$ cat src/sv/bmp_stream_to_rgb565_decoder_core_defines.svh
// Assertion macros shared by the decoder RTL.
// Needs clk and rst_n in the scope where a macro is used.
`ifndef BMP_STREAM_TO_RGB565_DECODER_CORE_DEFINES_SVH
`define BMP_STREAM_TO_RGB565_DECODER_CORE_DEFINES_SVH

// hold cond on every clock edge out of reset
`define BMPDEC_ASSERT_ALWAYS(label, cond) \
    label: assert property (@(posedge clk) disable iff (!rst_n) (cond)) \
        else $error("bmpdec assertion failed");

// cons must hold in the same cycle as ante
`define BMPDEC_ASSERT_IMPLY(label, ante, cons) \
    label: assert property (@(posedge clk) disable iff (!rst_n) (ante) |-> (cons)) \
        else $error("bmpdec assertion failed");

// cons must hold in the cycle after ante
`define BMPDEC_ASSERT_NEXT(label, ante, cons) \
    label: assert property (@(posedge clk) disable iff (!rst_n) (ante) |=> (cons)) \
        else $error("bmpdec assertion failed");

`endif

$ cat src/sv/bmpdec_pkg.sv
// Types and codes of the BMP to RGB565 decoder.
// No dependencies; used by the interfaces and the core.
package bmpdec_pkg;

    localparam logic [1:0] KIND_PIXEL  = 2'd0;
    localparam logic [1:0] KIND_HEADER = 2'd1;
    localparam logic [1:0] KIND_ERROR  = 2'd2;

    localparam logic [2:0] ST_NOT_BMP       = 3'd0;
    localparam logic [2:0] ST_TRUNC_HEADER  = 3'd1;
    localparam logic [2:0] ST_PLANES        = 3'd2;
    localparam logic [2:0] ST_DEPTH         = 3'd3;
    localparam logic [2:0] ST_SIZE_MISMATCH = 3'd4;
    localparam logic [2:0] ST_COMPRESSION   = 3'd5;
    localparam logic [2:0] ST_PIXELS_SHORT  = 3'd6;
    localparam logic [2:0] ST_DIMENSION     = 3'd7;

    localparam logic [7:0] MAGIC_B = 8'h42;
    localparam logic [7:0] MAGIC_M = 8'h4D;
    localparam logic [31:0] CORE_HDR_SIZE = 32'd12;

    typedef struct packed {
        logic       action;
        logic [7:0] byte_value;
    } in_item_t;

    typedef struct packed {
        logic [1:0]  kind;
        logic [15:0] pixel_value;
        logic [19:0] pixel_index;
        logic        last_pixel;
        logic [2:0]  status_code;
        logic [10:0] image_width;
        logic [10:0] image_height;
        logic        is_24bpp;
        logic        top_down;
    } out_item_t;

endpackage

$ cat src/sv/bmpdec_in_if.sv
// Byte channel into the decoder: valid, ready and one input item.
// Depends on bmpdec_pkg.
interface bmpdec_in_if import bmpdec_pkg::*; ();
    logic     valid;
    logic     ready;
    in_item_t data;

    modport source (output valid, output data, input ready);
    modport sink (input valid, input data, output ready);
endinterface

$ cat src/sv/bmpdec_out_if.sv
// Result channel out of the decoder: valid, ready and one result item.
// Depends on bmpdec_pkg.
interface bmpdec_out_if import bmpdec_pkg::*; ();
    logic      valid;
    logic      ready;
    out_item_t data;

    modport source (output valid, output data, input ready);
    modport sink (input valid, input data, output ready);
endinterface

$ cat src/sv/bmp_stream_to_rgb565_decoder_core.sv
// Streaming BMP parser emitting RGB565 pixels, header and error items.
// Depends on bmpdec_pkg, bmpdec_in_if, bmpdec_out_if and the defines header.
//
//   channel  | dir | item
//   ---------+-----+-------------------------------------------
//   in       | in  | action, byte_value (one file byte or end)
//   out      | out | kind, pixel/header fields, status_code
//
// One byte is taken per cycle; its result, if any, sits in the output
// register from the next cycle. in.ready is low only while that register
// is full and out.ready is low. The header size check and the first row
// base use two small multipliers in the cycle of the depth byte. Reset
// rearms at the magic.
`include "bmp_stream_to_rgb565_decoder_core_defines.svh"

module bmp_stream_to_rgb565_decoder_core
    import bmpdec_pkg::*;
#(
    parameter int MAX_WIDTH  = 1024,
    parameter int MAX_HEIGHT = 1024
)(
    input  logic         clk,
    input  logic         rst_n,
    bmpdec_in_if.sink    in,
    bmpdec_out_if.source out
);

    localparam int WW = $clog2(MAX_WIDTH + 1);
    localparam int HW = $clog2(MAX_HEIGHT + 1);
    localparam int BW = WW + 5;
    localparam int PW = BW + HW;
    localparam int SW = ((PW > 32) ? PW : 32) + 2;

    typedef enum logic [2:0] {
        PH_MAGIC0, PH_MAGIC1, PH_HEADER, PH_SKIP, PH_PIXELS, PH_PAD, PH_DONE, PH_ERROR
    } phase_t;

    typedef enum logic [3:0] {
        F_SKIP, F_FSIZE, F_PSTART, F_DIB, F_W, F_H, F_PL, F_BPP, F_COMP
    } field_t;

    phase_t phase_reg, phase_next;
    logic [31:0] off_reg, off_next;
    logic [1:0] lane_reg, lane_next;
    logic [31:0] acc_reg, acc_next;
    logic [31:0] fsize_reg, fsize_next;
    logic [31:0] pso_reg, pso_next;
    logic core_reg, core_next;
    logic [31:0] raw_w_reg, raw_w_next;
    logic [31:0] raw_h_reg, raw_h_next;
    logic [WW-1:0] width_reg, width_next;
    logic [HW-1:0] height_reg, height_next;
    logic flip_reg, flip_next;
    logic d24_reg, d24_next;
    logic [2:0] rpad_reg, rpad_next;
    logic [WW-1:0] col_reg, col_next;
    logic [HW-1:0] row_reg, row_next;
    logic [19:0] rbase_reg, rbase_next;
    logic [2:0] padrem_reg, padrem_next;
    logic [1:0] pbc_reg, pbc_next;
    logic [15:0] ppart_reg, ppart_next;
    logic out_valid_reg, out_valid_next;
    out_item_t out_data_reg, out_data_next;

    logic take;
    logic res_valid;
    logic res_img;
    out_item_t res;
    field_t fld;
    logic fld_end;
    logic [7:0] b;
    logic [5:0] o6;
    logic [31:0] acc_new;
    logic [15:0] bpp;
    logic bpp_ok;
    logic dim_bad;
    logic [31:0] ah;
    logic [WW-1:0] wv;
    logic [HW-1:0] ahv;
    logic [BW-1:0] bits;
    logic [BW-1:0] bpr;
    logic [PW-1:0] prod;
    logic signed [SW-1:0] expect_size;
    logic size_ok;
    logic [2:0] bytes_lo;
    logic [2:0] pad_lo;
    logic [WW-1:0] weff;
    logic hflip;
    logic [WW+HW-1:0] base0;
    logic [15:0] pix;
    logic [31:0] off_inc;

    assign in.ready  = !out_valid_reg || out.ready;
    assign take      = in.valid && in.ready;
    assign out.valid = out_valid_reg;
    assign out.data  = out_data_reg;
    assign b         = in.data.byte_value;
    assign o6        = off_reg[5:0];
    assign off_inc   = off_reg + 32'd1;

    always_comb
    begin
        fld     = F_SKIP;
        fld_end = 1'b0;
        if (o6 <= 6'd5)
        begin
            fld = F_FSIZE;  fld_end = (o6 == 6'd5);
        end
        else if (o6 <= 6'd9)
        begin
            fld = F_SKIP;
        end
        else if (o6 <= 6'd13)
        begin
            fld = F_PSTART; fld_end = (o6 == 6'd13);
        end
        else if (o6 <= 6'd17)
        begin
            fld = F_DIB;    fld_end = (o6 == 6'd17);
        end
        else if (core_reg)
        begin
            if (o6 <= 6'd19)
            begin
                fld = F_W;   fld_end = (o6 == 6'd19);
            end
            else if (o6 <= 6'd21)
            begin
                fld = F_H;   fld_end = (o6 == 6'd21);
            end
            else if (o6 <= 6'd23)
            begin
                fld = F_PL;  fld_end = (o6 == 6'd23);
            end
            else
            begin
                fld = F_BPP; fld_end = (o6 == 6'd25);
            end
        end
        else if (o6 <= 6'd21)
        begin
            fld = F_W;    fld_end = (o6 == 6'd21);
        end
        else if (o6 <= 6'd25)
        begin
            fld = F_H;    fld_end = (o6 == 6'd25);
        end
        else if (o6 <= 6'd27)
        begin
            fld = F_PL;   fld_end = (o6 == 6'd27);
        end
        else if (o6 <= 6'd29)
        begin
            fld = F_BPP;  fld_end = (o6 == 6'd29);
        end
        else
        begin
            fld = F_COMP; fld_end = (o6 == 6'd33);
        end
    end

    always_comb
    begin
        acc_new = (lane_reg == 2'd0) ? {24'd0, b} : (acc_reg | ({24'd0, b} << {lane_reg, 3'b000}));
        bpp     = acc_new[15:0];
        bpp_ok  = (bpp == 16'd16) || (bpp == 16'd24);
        ah      = raw_h_reg[31] ? (~raw_h_reg + 32'd1) : raw_h_reg;
        dim_bad = raw_w_reg[31] || (raw_w_reg < 32'd2) || (raw_w_reg > 32'(MAX_WIDTH))
                  || (ah == 32'd0) || (ah > 32'(MAX_HEIGHT));
        wv      = raw_w_reg[WW-1:0];
        ahv     = ah[HW-1:0];
        bits    = (BW'(wv) << 4) + ((bpp == 16'd24) ? (BW'(wv) << 3) : BW'(0));
        bpr     = ((bits + BW'(31)) >> 5) << 2;
        prod    = PW'(bpr) * PW'(ahv);
        expect_size = SW'($signed(pso_reg)) + $signed({2'b00, prod});
        size_ok = (SW'($signed(fsize_reg)) == expect_size);
        bytes_lo = (bpp == 16'd24) ? (wv[2:0] + {wv[1:0], 1'b0}) : {wv[1:0], 1'b0};
        pad_lo  = bpr[2:0] - bytes_lo + (wv[0] ? ((bpp == 16'd24) ? 3'd3 : 3'd2) : 3'd0);
        weff    = {wv[WW-1:1], 1'b0};
        hflip   = !raw_h_reg[31] && (raw_h_reg != 32'd0);
        base0   = hflip ? ((WW+HW)'(ahv - HW'(1)) * (WW+HW)'(weff)) : '0;
        pix     = d24_reg ? {b[7:3], ppart_reg[10:0]} : {b, ppart_reg[7:0]};
    end

    always_comb
    begin
        phase_next  = phase_reg;
        off_next    = off_reg;
        lane_next   = lane_reg;
        acc_next    = acc_reg;
        fsize_next  = fsize_reg;
        pso_next    = pso_reg;
        core_next   = core_reg;
        raw_w_next  = raw_w_reg;
        raw_h_next  = raw_h_reg;
        width_next  = width_reg;
        height_next = height_reg;
        flip_next   = flip_reg;
        d24_next    = d24_reg;
        rpad_next   = rpad_reg;
        col_next    = col_reg;
        row_next    = row_reg;
        rbase_next  = rbase_reg;
        padrem_next = padrem_reg;
        pbc_next    = pbc_reg;
        ppart_next  = ppart_reg;
        res_valid   = 1'b0;
        res_img     = 1'b0;
        res         = '0;

        if (take)
        begin
            if (in.data.action)
            begin
                unique case (phase_reg)
                    PH_MAGIC0, PH_MAGIC1:
                    begin
                        res_valid = 1'b1; res.kind = KIND_ERROR; res.status_code = ST_NOT_BMP;
                    end
                    PH_HEADER, PH_SKIP:
                    begin
                        res_valid = 1'b1; res.kind = KIND_ERROR;
                        res.status_code = ST_TRUNC_HEADER;
                    end
                    PH_PIXELS, PH_PAD:
                    begin
                        res_valid = 1'b1; res.kind = KIND_ERROR;
                        res.status_code = ST_PIXELS_SHORT;
                    end
                    default: ;
                endcase
                phase_next  = PH_MAGIC0;
                off_next    = '0;
                lane_next   = '0;
                acc_next    = '0;
                fsize_next  = '0;
                pso_next    = '0;
                core_next   = 1'b0;
                raw_w_next  = '0;
                raw_h_next  = '0;
                width_next  = '0;
                height_next = '0;
                flip_next   = 1'b0;
                d24_next    = 1'b0;
                rpad_next   = '0;
                col_next    = '0;
                row_next    = '0;
                rbase_next  = '0;
                padrem_next = '0;
                pbc_next    = '0;
                ppart_next  = '0;
            end
            else
            begin
                unique case (phase_reg)
                    PH_MAGIC0:
                    begin
                        if (b != MAGIC_B)
                        begin
                            res_valid = 1'b1; res.kind = KIND_ERROR;
                            res.status_code = ST_NOT_BMP; phase_next = PH_ERROR;
                        end
                        else
                        begin
                            phase_next = PH_MAGIC1; off_next = 32'd1;
                        end
                    end
                    PH_MAGIC1:
                    begin
                        if (b != MAGIC_M)
                        begin
                            res_valid = 1'b1; res.kind = KIND_ERROR;
                            res.status_code = ST_NOT_BMP; phase_next = PH_ERROR;
                        end
                        else
                        begin
                            phase_next = PH_HEADER; off_next = 32'd2;
                        end
                    end
                    PH_HEADER:
                    begin
                        off_next = off_inc;
                        if (fld != F_SKIP)
                        begin
                            acc_next  = acc_new;
                            lane_next = fld_end ? 2'd0 : lane_reg + 2'd1;
                        end
                        if ((fld != F_SKIP) && fld_end)
                        begin
                            unique case (fld)
                                F_FSIZE:  fsize_next = acc_new;
                                F_PSTART: pso_next   = acc_new;
                                F_DIB:    core_next  = (acc_new == CORE_HDR_SIZE);
                                F_W:      raw_w_next = core_reg ?
                                              {{16{acc_new[15]}}, acc_new[15:0]} : acc_new;
                                F_H:      raw_h_next = core_reg ?
                                              {{16{acc_new[15]}}, acc_new[15:0]} : acc_new;
                                F_PL:
                                begin
                                    if (acc_new[15:0] != 16'd1)
                                    begin
                                        res_valid = 1'b1; res.kind = KIND_ERROR;
                                        res.status_code = ST_PLANES; phase_next = PH_ERROR;
                                    end
                                end
                                F_BPP:
                                begin
                                    if (!bpp_ok || dim_bad || !size_ok)
                                    begin
                                        res_valid = 1'b1; res.kind = KIND_ERROR;
                                        phase_next = PH_ERROR;
                                        res.status_code = !bpp_ok ? ST_DEPTH :
                                            (dim_bad ? ST_DIMENSION : ST_SIZE_MISMATCH);
                                    end
                                    else
                                    begin
                                        d24_next    = (bpp == 16'd24);
                                        flip_next   = hflip;
                                        height_next = ahv;
                                        width_next  = weff;
                                        rpad_next   = pad_lo;
                                        rbase_next  = 20'(base0);
                                        if (core_reg)
                                        begin
                                            res_valid = 1'b1; res_img = 1'b1;
                                            res.kind = KIND_HEADER;
                                            phase_next = (pso_reg[31] || (pso_reg <= off_inc))
                                                ? PH_PIXELS : PH_SKIP;
                                        end
                                    end
                                end
                                default:
                                begin
                                    if ((acc_new != 32'd0) && (acc_new != 32'd3))
                                    begin
                                        res_valid = 1'b1; res.kind = KIND_ERROR;
                                        res.status_code = ST_COMPRESSION;
                                        phase_next = PH_ERROR;
                                    end
                                    else
                                    begin
                                        res_valid = 1'b1; res_img = 1'b1;
                                        res.kind = KIND_HEADER;
                                        phase_next = (pso_reg[31] || (pso_reg <= off_inc))
                                            ? PH_PIXELS : PH_SKIP;
                                    end
                                end
                            endcase
                            if (res_img)
                            begin
                                col_next    = '0;
                                row_next    = '0;
                                padrem_next = '0;
                                pbc_next    = '0;
                                ppart_next  = '0;
                            end
                        end
                    end
                    PH_SKIP:
                    begin
                        off_next = off_inc;
                        if (pso_reg[31] || (pso_reg <= off_inc))
                            phase_next = PH_PIXELS;
                    end
                    PH_PIXELS:
                    begin
                        if (pbc_reg == 2'd0)
                        begin
                            pbc_next   = 2'd1;
                            ppart_next = d24_reg ? {11'd0, b[7:3]} : {8'd0, b};
                        end
                        else if (d24_reg && (pbc_reg == 2'd1))
                        begin
                            pbc_next   = 2'd2;
                            ppart_next = ppart_reg | {5'd0, b[7:2], 5'd0};
                        end
                        else
                        begin
                            pbc_next   = '0;
                            ppart_next = '0;
                            res_valid  = 1'b1;
                            res_img    = 1'b1;
                            res.kind   = KIND_PIXEL;
                            res.pixel_value = pix;
                            res.pixel_index = rbase_reg + 20'(col_reg);
                            col_next = col_reg + WW'(1);
                            if ((col_reg + WW'(1)) >= width_reg)
                            begin
                                col_next = '0;
                                row_next = row_reg + HW'(1);
                                if ((row_reg + HW'(1)) >= height_reg)
                                begin
                                    res.last_pixel = 1'b1;
                                    phase_next = PH_DONE;
                                end
                                else
                                begin
                                    rbase_next  = flip_reg ? rbase_reg - 20'(width_reg)
                                                           : rbase_reg + 20'(width_reg);
                                    padrem_next = rpad_reg;
                                    if (rpad_reg != 3'd0)
                                        phase_next = PH_PAD;
                                end
                            end
                        end
                    end
                    PH_PAD:
                    begin
                        padrem_next = (padrem_reg != 3'd0) ? padrem_reg - 3'd1 : padrem_reg;
                        if (padrem_next == 3'd0)
                            phase_next = PH_PIXELS;
                    end
                    default: ;
                endcase
            end
        end

        if (res_img)
        begin
            res.image_width  = 11'(width_next);
            res.image_height = 11'(height_next);
            res.is_24bpp     = d24_next;
            res.top_down     = !flip_next;
        end

        out_valid_next = out_valid_reg;
        out_data_next  = out_data_reg;
        if (take && res_valid)
        begin
            out_valid_next = 1'b1;
            out_data_next  = res;
        end
        else if (out.ready)
        begin
            out_valid_next = 1'b0;
        end
    end

    always_ff @(posedge clk or negedge rst_n)
    begin
        if (!rst_n)
        begin
            phase_reg     <= PH_MAGIC0;
            off_reg       <= '0;
            lane_reg      <= '0;
            acc_reg       <= '0;
            fsize_reg     <= '0;
            pso_reg       <= '0;
            core_reg      <= 1'b0;
            raw_w_reg     <= '0;
            raw_h_reg     <= '0;
            width_reg     <= '0;
            height_reg    <= '0;
            flip_reg      <= 1'b0;
            d24_reg       <= 1'b0;
            rpad_reg      <= '0;
            col_reg       <= '0;
            row_reg       <= '0;
            rbase_reg     <= '0;
            padrem_reg    <= '0;
            pbc_reg       <= '0;
            ppart_reg     <= '0;
            out_valid_reg <= 1'b0;
            out_data_reg  <= '0;
        end
        else
        begin
            phase_reg     <= phase_next;
            off_reg       <= off_next;
            lane_reg      <= lane_next;
            acc_reg       <= acc_next;
            fsize_reg     <= fsize_next;
            pso_reg       <= pso_next;
            core_reg      <= core_next;
            raw_w_reg     <= raw_w_next;
            raw_h_reg     <= raw_h_next;
            width_reg     <= width_next;
            height_reg    <= height_next;
            flip_reg      <= flip_next;
            d24_reg       <= d24_next;
            rpad_reg      <= rpad_next;
            col_reg       <= col_next;
            row_reg       <= row_next;
            rbase_reg     <= rbase_next;
            padrem_reg    <= padrem_next;
            pbc_reg       <= pbc_next;
            ppart_reg     <= ppart_next;
            out_valid_reg <= out_valid_next;
            out_data_reg  <= out_data_next;
        end
    end

    `BMPDEC_ASSERT_IMPLY(a_pad_nonzero, phase_reg == PH_PAD, padrem_reg != 3'd0)
    `BMPDEC_ASSERT_IMPLY(a_col_in_row, (phase_reg == PH_PIXELS) || (phase_reg == PH_PAD), col_reg < width_reg)
    `BMPDEC_ASSERT_IMPLY(a_err_clean, out_valid_reg && (out_data_reg.kind == KIND_ERROR), (out_data_reg.image_width == 11'd0) && (out_data_reg.pixel_value == 16'd0))
    `BMPDEC_ASSERT_NEXT(a_rearm, take && in.data.action, (phase_reg == PH_MAGIC0) && (off_reg == 32'd0))

endmodule

$ cat src/flat_wrapper.sv
// flat-port wrapper written by rule: the top's interface ports become plain ports
module bmp_stream_to_rgb565_decoder_core_flat import bmpdec_pkg::*;
#(
    parameter int MAX_WIDTH  = 1024,
    parameter int MAX_HEIGHT = 1024
)
  (clk, rst_n, in_valid, in_data, in_ready, out_valid, out_data, out_ready);
  bmpdec_in_if in_i ();
  bmpdec_out_if out_i ();
  input  logic clk;
  input  logic rst_n;
  input wire logic [$bits(in_i.valid)-1:0] in_valid;
  input wire logic [$bits(in_i.data)-1:0] in_data;
  output wire logic [$bits(in_i.ready)-1:0] in_ready;
  output wire logic [$bits(out_i.valid)-1:0] out_valid;
  output wire logic [$bits(out_i.data)-1:0] out_data;
  input wire logic [$bits(out_i.ready)-1:0] out_ready;
  assign in_i.valid = in_valid;
  assign in_i.data = in_data;
  assign in_ready = in_i.ready;
  assign out_valid = out_i.valid;
  assign out_data = out_i.data;
  assign out_i.ready = out_ready;
  bmp_stream_to_rgb565_decoder_core #(.MAX_WIDTH(MAX_WIDTH), .MAX_HEIGHT(MAX_HEIGHT)) u_core (.clk(clk), .rst_n(rst_n), .in(in_i), .out(out_i));
endmodule
$ cat config.mk
export PLATFORM = sky130hd
export DESIGN_NAME = bmp_stream_to_rgb565_decoder_core_flat
export DESIGN_NICKNAME = d
export VERILOG_FILES = /design/src/sv/bmpdec_pkg.sv /design/src/sv/bmpdec_in_if.sv /design/src/sv/bmpdec_out_if.sv /design/src/sv/bmp_stream_to_rgb565_decoder_core.sv /design/src/flat_wrapper.sv
export VERILOG_INCLUDE_DIRS = /design/src /design/src/sv
export SDC_FILE = /design/constraint.sdc
export NUM_CORES = 2
export LEC_CHECK = 0
export CORE_MARGIN = 3
export CORE_UTILIZATION = 50
export DETAILED_ROUTE_END_ITERATION = 12
export DONT_BUFFER_PORTS = 1
export GPL_ROUTABILITY_DRIVEN = 0
export GPL_TIMING_DRIVEN = 0
export PLACE_DENSITY = 0.68
export SETUP_SLACK_MARGIN = 0.3
export SYNTH_ARGS = -nofsm -noshare
export SYNTH_HDL_FRONTEND = slang
export SYNTH_SLANG_ARGS = --single-unit
export TNS_END_PERCENT = 10
$ cat constraint.sdc
create_clock -name clk -period 11.7 [get_ports clk]
set_input_delay 0.585 -clock clk [delete_from_list [all_inputs] [get_ports clk]]
set_output_delay 0.585 -clock clk [all_outputs]
set_load 0.01 [all_outputs]
==> metrics.md <==
| Metric | Value |
|---|---|
| R2R Path End | u_core.out.data[3] |
| Nets | 3988 |
| Dpl hpwl | 69.4 mm |
| CTS sink cnt | 349 |
| Synthesized flop and latch total | 349 |
| Setup slack, reg-to-reg | -820 ps |
| Synthesis Warnings | 0 |
| Via density | 6.09 |
| Critical Path Start | u_core.acc_reg[8] |
| Largest stage delay, worst path | 570 ps |
| CTS Buf Count | 40 |
| Core area | 60700 um^2 |
| Placed Cells | 4210 |
| Max_slew headroom | 2.10% |
| Yosys cell types | 92 |
| Max-cap violations | 0 |
| CTS tree | built |
| Largest net degree at the start of global routing | 350 |
| Critical Path RT | 12130 ps |
| Final Total Pwr | 0.00904 W |
| Pwr/cell area | 254 nW/um^2 |
| Multiplexer share of the synthesized area | 6.06% |
| Post-synthesis sequential area ratio | 28.4% |
| Syn_nets | 3847 |
| Crit Path Class | reg2reg |
| Most frequent cells in the layout | nand2_1 (436), dfrtp_1 (348), inv_1 (271), ha_1 (219), nor2_1 (208) |
| Die Area | 64600 um^2 |
| XOR/XNOR share of the synthesized area | 5.91% |
| Final Skew | 16.7 ps |
| Worst IR Drop VDD | 172 uV |
| ANT nets after route | 0 |
| Pins over their slew limit | 0 |
| Status | finished, violations left |
| Detailed Routing Iterations Pass 1 | 8 |
| Die H | 254 um |
| CP Capture Point | u_core.out.data[3] |
| Top_reg_cell synth | dfrtp_1 |
| Tmin final | 12520 ps |
| Synth Area in Adders | 20.8% |
| Number of fill cells in the layout | 5212 |
| Die X | 254 um |
| Reg2reg path depth | 56 |
| CP max-delay cell | fa_1 |
| FP Rows | 90 |
| Vias in the first global route | 26000 |
| Max reg flops | 66 |
| GRT Overall Usage | 28.9% |
| Antenna violations before repair | 0 |
| Fin. Hold Viols | 0 |
| RSZ-0062 raised after global routing | yes |
| Drt first-iter violations | 2552 |
| Total gr overflow | 0 |
| Via count | 26600 |
| PortBufs | 0 |
| Synth Instances | 3427 |
| Antenna diodes | 0 |
| Post-synthesis cell area | 30800 um^2 |
| Endpoints failing setup | 154 |
| Worst setup margin | -823 ps |
| Slew @ Worst Pin | 1460 ps |
| Main combinational cell family by area after synthesis | adder cells |
| CTS root buffer | clkbuf_16 |
| H-tree levels | 2 |
| CTS Buffer Depth | 3 |
| Crit Path Max Fanout | 6 |
| Endpoint class of the critical path | flip-flop |
| Fraction of registers with async set or reset after synthesis | 100% |
| Cell repeated most along the worst path | fa_1 |
| Critical Path Source Type | flip-flop |
| Synthesis-to-layout area growth | 15.7% |
| Remaining DRCs | 0 |
| Ports | 81 |
| EDFF count, synth | 0 |
| Violated checks | setup timing |
| Detailed Route WL | 94.0 mm |
| Final worst-path cycle share | 107% |
| LEAKAGE | 16.3 nW |
| Worst-path clk slew | 60 ps |
| Post-Layout Cell Count | 4375 |
| Wire length per cell | 21.5 um |
| WP data arrival | 12960 ps |
| Max Clock Freq | 0.0799 GHz |
| Avg Synthesized Cell Area | 8.99 um^2 |
| Worst r2r src | u_core.acc_reg[8] |
| Initial Util | 50.7% |
| Skew-Pair Late Insertion Delay | 540 ps |
| Post-synthesis simple-gate area fraction | 18.1% |
| HP Class | in2reg |
| Leading cell type in the layout, fill and taps excluded | nand2_1 |
| Compound-gate portion of the synthesized area | 15.2% |
| Min Hold Slack | 337 ps |
| First-pass GRT wire length | 147 mm |
| Layout cell share with drive strength beyond 1 | 14.6% |
## layout make-up
type	count	area [um^2]	share of cell area, %
Clock buffer	48	1090	3.06
Tap cell	782	978	2.74
Inverter	278	1050	2.95
Buffer	164	1000	2.81
Clock inverter	19	236	0.663
Timing Repair Buffer	99	990	2.78
Multi-Input combinational cell	2636	21600	60.5
Sequential cell	349	8730	24.5
## cells in the mapped netlist, types with 11 or more instances
| cell type | count | share of area, % |
|---|---|---|
| a21o_1 | 51 | 1.2 |
| a21oi_1 | 152 | 2.5 |
| a22o_1 | 30 | 0.85 |
| a22oi_1 | 13 | 0.32 |
| a311o_1 | 13 | 0.42 |
| a31oi_1 | 26 | 0.53 |
| and2_1 | 75 | 1.5 |
| and3_1 | 27 | 0.55 |
| and4_1 | 11 | 0.31 |
| buf_2 | 18 | 0.29 |
| clkbuf_1 | 131 | 1.6 |
| dfrtp_1 | 349 | 28 |
| fa_1 | 175 | 11 |
| ha_1 | 232 | 9.4 |
| inv_1 | 276 | 3.4 |
| mux2_2 | 137 | 5.0 |
| mux2i_1 | 30 | 0.97 |
| nand2_1 | 441 | 5.4 |
| nand2b_1 | 26 | 0.53 |
| nand3_1 | 87 | 1.4 |
| nand4_1 | 28 | 0.57 |
| nor2_1 | 214 | 2.6 |
| nor2b_1 | 44 | 0.89 |
| nor3_1 | 83 | 1.3 |
| nor4_1 | 36 | 0.73 |
| nor4b_1 | 12 | 0.34 |
| o211ai_1 | 15 | 0.37 |
| o21a_1 | 31 | 0.76 |
| o21ai_0 | 167 | 2.7 |
| o21bai_1 | 14 | 0.34 |
| o31ai_1 | 45 | 1.1 |
| o41ai_1 | 11 | 0.31 |
| or3_1 | 15 | 0.30 |
| xnor2_1 | 145 | 4.1 |
| xor2_1 | 63 | 1.8 |
## timing repair
item                                    CTS  global route
endpoints found under the setup margin  154           154
hold endpoints to repair                349            33
cloned                                    3             4
gates resized for setup                 155           122
buffers inserted                         61            26
pin swaps                                86            68
hold buffers                              1             1
## cell families (layout without fill, tap and decap cells)
kind of cell / after synthesis / after routing
buf+inv: 442 / 608
mux: 168 / 168
flops: 349 / 349
fa+ha+maj: 407 / 407
compound gates: 696 / 696
simple gates: 1157 / 1157
xor+xnor: 208 / 208
## worst max-delay path, delay by kind of cell, from the launching register on
kind / cells / cell delay [ps]
AOI/OAI and AO/OA: 17 / 3300
xor gates and xnor gates: 2 / 370
adders and majority gates: 9 / 3690
buffers and inverters: 14 / 1710
DFF: 1 / 380
and+or+nand+nor: 14 / 2950
## how the worst min path moves through the flow
stage / startpoint / to / slack, ps / cells after the start
6_report: in_data[1] / u_core.ppart_reg[1] / 340 / 2
5_1_grt: in_data[1] / u_core.ppart_reg[1] / 330 / 2
4_1_cts: in_data[1] / u_core.ppart_reg[1] / 310 / 2
3_5_place_dp: rst_n / u_core.out.data[40] / 300 / 0
3_3_place_gp: rst_n / u_core.out.data[40] / 300 / 0
2_1_floorplan: rst_n / u_core.acc_reg[0] / 290 / 0
## routing by layer
layer  up-vias  track usage (%)  wire length (um)
li1      12200                -                 -
met2      1025             45.2             42300
met3       267             4.64              6320
met4         0             14.8              5540
met5         -                0                 0
met1     13100             39.0             39800
## power breakdown
group          internal, W  switching [W]  total [W]
Sequential         0.00142       0.000273    0.00169
Combinational      0.00239        0.00364    0.00603
Clock             0.000775       0.000537    0.00131
Total              0.00459        0.00445    0.00904
## metrics by stage
stage | worst slack (ps) | TNS [ps] | util (%) | cell area [um^2]
2_1_floorplan | 206 | 0 | - | 31100
3_3_place_gp | -2700 | -380600 | 52.8 | 32100
3_5_place_dp | -2700 | -376520 | 52.8 | 32100
4_1_cts | -650 | -67770 | 57.2 | 34700
5_1_grt | -1200 | -158260 | 58.7 | 35600
6_report | -823 | -98400 | 58.7 | 35600
Note: power is estimated with default switching activity, not from simulation.
